[config.mk]
export PLATFORM = sky130hd
export DESIGN_NAME = tsdf_queue
export DESIGN_NICKNAME = d
export VERILOG_FILES = /design/src/rtl/core/tsdf_queue.sv
export SDC_FILE = /design/constraint.sdc
export NUM_CORES = 1
export LEC_CHECK = 0
export BUFFER_PORTS_ARGS = -buffer_cell sky130_fd_sc_hd__buf_4
export CAP_MARGIN = 0
export CORE_UTILIZATION = 52
export DETAILED_ROUTE_END_ITERATION = 8
export HOLD_SLACK_MARGIN = 0.05
export PLACE_DENSITY = 0.82
export SYNTH_ARGS = -nofsm -noshare
export SYNTH_HDL_FRONTEND = slang
export SYNTH_SLANG_ARGS = --single-unit
[constraint.sdc]
create_clock -name clk -period 1.5 [get_ports clk]
set_clock_uncertainty 0.05 [all_clocks]
set_input_delay 0.15 -clock clk [delete_from_list [all_inputs] [get_ports clk]]
set_output_delay 0.15 -clock clk [all_outputs]
set_load 0.005 [all_outputs]
[src/rtl/core/tsdf_queue.sv]
// ----------------------------------------------------------------------------
// tsdf_queue
// Short FIFO between the classifying front and the voxel update back end.
// ----------------------------------------------------------------------------
module tsdf_queue #(
    parameter int WIDTH = 8,
    parameter int DEPTH = 4,
    localparam int PW   = $clog2(DEPTH)
) (
    input  logic             clk,
    input  logic             rst_n,
    input  logic             push,
    input  logic [WIDTH-1:0] push_data,
    input  logic             pop,
    output logic             full,
    output logic             head_valid,
    output logic [WIDTH-1:0] head_data
);

    logic [WIDTH-1:0] mem_reg [DEPTH];
    logic [PW-1:0]    wr_ptr_reg;
    logic [PW-1:0]    rd_ptr_reg;
    logic [PW:0]      count_reg;
    logic [PW-1:0]    wr_ptr_next;
    logic [PW-1:0]    rd_ptr_next;
    logic [PW:0]      count_next;

    assign full       = count_reg == (PW+1)'(DEPTH);
    assign head_valid = count_reg != '0;
    assign head_data  = mem_reg[rd_ptr_reg];

    always_comb
    begin
        wr_ptr_next = wr_ptr_reg;
        rd_ptr_next = rd_ptr_reg;
        count_next  = count_reg;
        if (push)
            wr_ptr_next = (wr_ptr_reg == PW'(DEPTH-1)) ? '0 : wr_ptr_reg + 1'b1;
        if (pop)
            rd_ptr_next = (rd_ptr_reg == PW'(DEPTH-1)) ? '0 : rd_ptr_reg + 1'b1;
        if (push && !pop)
            count_next = count_reg + 1'b1;
        else if (pop && !push)
            count_next = count_reg - 1'b1;
    end

    always_ff @(posedge clk or negedge rst_n)
    begin
        if (!rst_n)
        begin
            wr_ptr_reg <= '0;
            rd_ptr_reg <= '0;
            count_reg  <= '0;
        end
        else
        begin
            wr_ptr_reg <= wr_ptr_next;
            rd_ptr_reg <= rd_ptr_next;
            count_reg  <= count_next;
        end
    end

    always_ff @(posedge clk)
    begin
        if (push)
        begin
            mem_reg[wr_ptr_reg] <= push_data;
        end
    end

endmodule

==> results.yml <==
status:
  status: "finished, violations left"
  violations: "negative setup slack"
critical_path:
  critical_path_required_ns: 1.30
  crit_chain: "buf_4, mux4_2, buf_4"
  crit_path_max_incr_delay_ns: 0.51
  crit_fanout: 3
  critPathKind: "reg -> out"
  cp_data_arrival_time_ns: 1.57
  start_kind: "flop"
  crit_top_cell: "buf_4"
  cp_top_family: "multiplexers"
  cp.buffers_inverters: 2
  cp-end-kind: "primary output"
  cp_slowest_cell: "mux4_2"
power:
  p_leak_nw: 0.780
  peakVddDrop_v: 0.00111
  power_mw: 3.34
  pwr_density_cell_nw_per_um2: 1640
route:
  routedWlPerCell_um: 16.7
  vias_per_cell: 5.38
  dr.first_iter.drc_count: 11
  dr.pass1.iters: 4
  drc_errors: 0
  drt_wl_total_um: 2600
  final_antenna_net_count: 0
  num_vias: 840
placed_design:
  dp_hpwl_um: 1760
  gp_congestion: 0.668
  port_buffers: 21
cells_and_area:
  drive_gt1_share_pct: 37.6
  fillCellCount: 181
  largest_reg_flops: 32
  nets: 143
  num_antenna_cells: 0
  area_delta_synth_final_pct: 29.5
  layout_common_cells: "32 x edfxtp_1, 20 x buf_4, 12 x dlygate4sd3_1"
  final_common_cell: "edfxtp_1"
grt:
  grt_antenna_before_repair: 0
  grt_max_degree: 12
  grt.met1_usage_pct: 21.5
  grt_pass1_vias: 890
  grt.busiest_layer: "met2"
  grt_util_met2_pct: 31.6
  use_met3_pct: 4.76
  grt_overflow: 0
  grt_pass1_wl_um: 4080
  track_usage_pct: 18.7
timing:
  period_share_pct: 118
  worst_pin_slew_ns: 0.432
  fmax_ghz: 0.564
  setup_slack_ns: -0.272
  grt_setup_unrepaired: "yes"
  setup_violations: 8
  min_period_ns: 1.77
  hold_viol: 0
  fin_tns_setup_ns: -1.91
  drv_slew: 0
  slew_headroom_pct: 71.2
synth:
  synth_nets: 98
  yosysSeqAreaShare_pct: 72.3
  synth.avg_cell_area_um2: 19.9
  synth.ff_latch_count: 39
  syn_area_um2: 1570
  yosys_warnings: 0
  synth_cells: 79
  synthDistinctLibCells: 18
floorplanning:
  ioPinCount: 22
  core_um2: 2810
  floorplan.rows: 19
  die_y_um: 57.0
  die_x_um: 57.0
  initial_core_util_pct: 56.0
  die_area_um2: 3250
flow_run:
  maxCapViolations: 0
clock_network:
  cts_sinks: 39
  cts_buffer_depth: 2
  htreeDepth: 2
  numCtsBuffers: 5
  root_buffer: "clkbuf_4"
  tritoncts: "done"
  clk-insertion-delay-late_ns: 0.34
  clk_pin_slew_worst_paths_ns: 0.11
hold_path:
  hold_path_class: "in -> async"
-- timing repair --
item / 4_1_cts / 5_1_grt
setup endpoints to repair: 8 / 13
hold endpoints to repair: 43 / 0
hold buffers: 12 / 0
pin swaps: 0 / 3
gates resized for setup: 0 / 7
setup buffers: 0 / 1
-- through the flow --
stage               setup WS [ns]  hold WS, ns  area (µm²)  utilization, %  instances
floorplan                   0.159       -0.196        1570               -         79
global placement           0.0749      -0.0848        1830            65.4        135
detailed placement        -0.0424      -0.0773        1830            65.4        135
CTS                        -0.272       0.0878        2000            71.5        155
global route               -0.321       0.0804        2030            72.5        156
finish                     -0.272       0.0937        2030            72.5        156
-- Yosys cell counts, drive strengths merged --
| master | n | share of area [%] |
|---|---|---|
| and2 | 4 | 1.6 |
| buf | 2 | 1.0 |
| dfrtp | 7 | 11 |
| edfxtp | 32 | 61 |
| fa | 1 | 1.3 |
| ha | 6 | 4.8 |
| inv | 5 | 1.2 |
| mux2 | 3 | 2.1 |
| mux4 | 8 | 11 |
| nand2 | 1 | 0.24 |
| nand3 | 1 | 0.32 |
| nor2 | 2 | 0.48 |
| nor3b | 1 | 0.48 |
| o21ai | 2 | 0.64 |
| or3 | 1 | 0.40 |
| xnor2 | 1 | 0.56 |
| xor2 | 2 | 1.1 |
-- report_power, final --
part / internal (mW) / total [mW] / switching [mW]
Clock: 0.183 / 0.500 / 0.317
Sequential: 1.42 / 1.58 / 0.159
Combinational: 0.791 / 1.26 / 0.467
Total: 2.40 / 3.34 / 0.944
-- area by class of cell --
class	instances	area [µm²]	area share, %
clock buffers	7	45.0	2.21
repair buffers	40	387	19.0
multi-input cells	33	404	19.9
flip-flops and latches	39	1140	55.8
inverters	5	18.8	0.923
well taps	31	38.8	1.91
clock inverters	1	5.00	0.246
-- per-layer routing --
metal,share of wire (%),wire length [µm]
met5,0,0
met4,2.5,65
met3,3.5,92
met2,54,1410
met1,40,1040
-- worst reg2reg max path: stages, from the launching register on --
cell and delay, ns:
dfrtp_1 0.62, ha_1 0.32, mux2_2 0.27
-- final timing paths --
kind / from / endpoint / slack (ns) / depth (start not counted)
worst max-delay path: rd_ptr_reg[0] / head_data[1] / -0.27 / 3
worst min-delay path: rst_n / rd_ptr_reg[1] / 0.09 / 2
worst max register to register: rd_ptr_reg[1] / rd_ptr_reg[1] / 0.13 / 2
worst min register to register: count_reg[2] / count_reg[2] / 0.47 / 1
max in group asynchronous: rst_n / wr_ptr_reg[1] / 1.18 / 2
min in group clk: push / count_reg[0] / 0.19 / 3
-- logic make-up after synthesis --
logic type / after synthesis / synth area share [%]
flip-flops: 39 / 72.3
buffers and inverters: 7 / 2.23
AND/OR/NAND/NOR: 10 / 3.50
XOR/XNOR: 3 / 1.67
adder cells (fa/ha/maj): 7 / 6.05
multiplexers: 11 / 13.6
AO/OA/AOI/OAI: 2 / 0.637
Power figures use the tool's default switching activity.
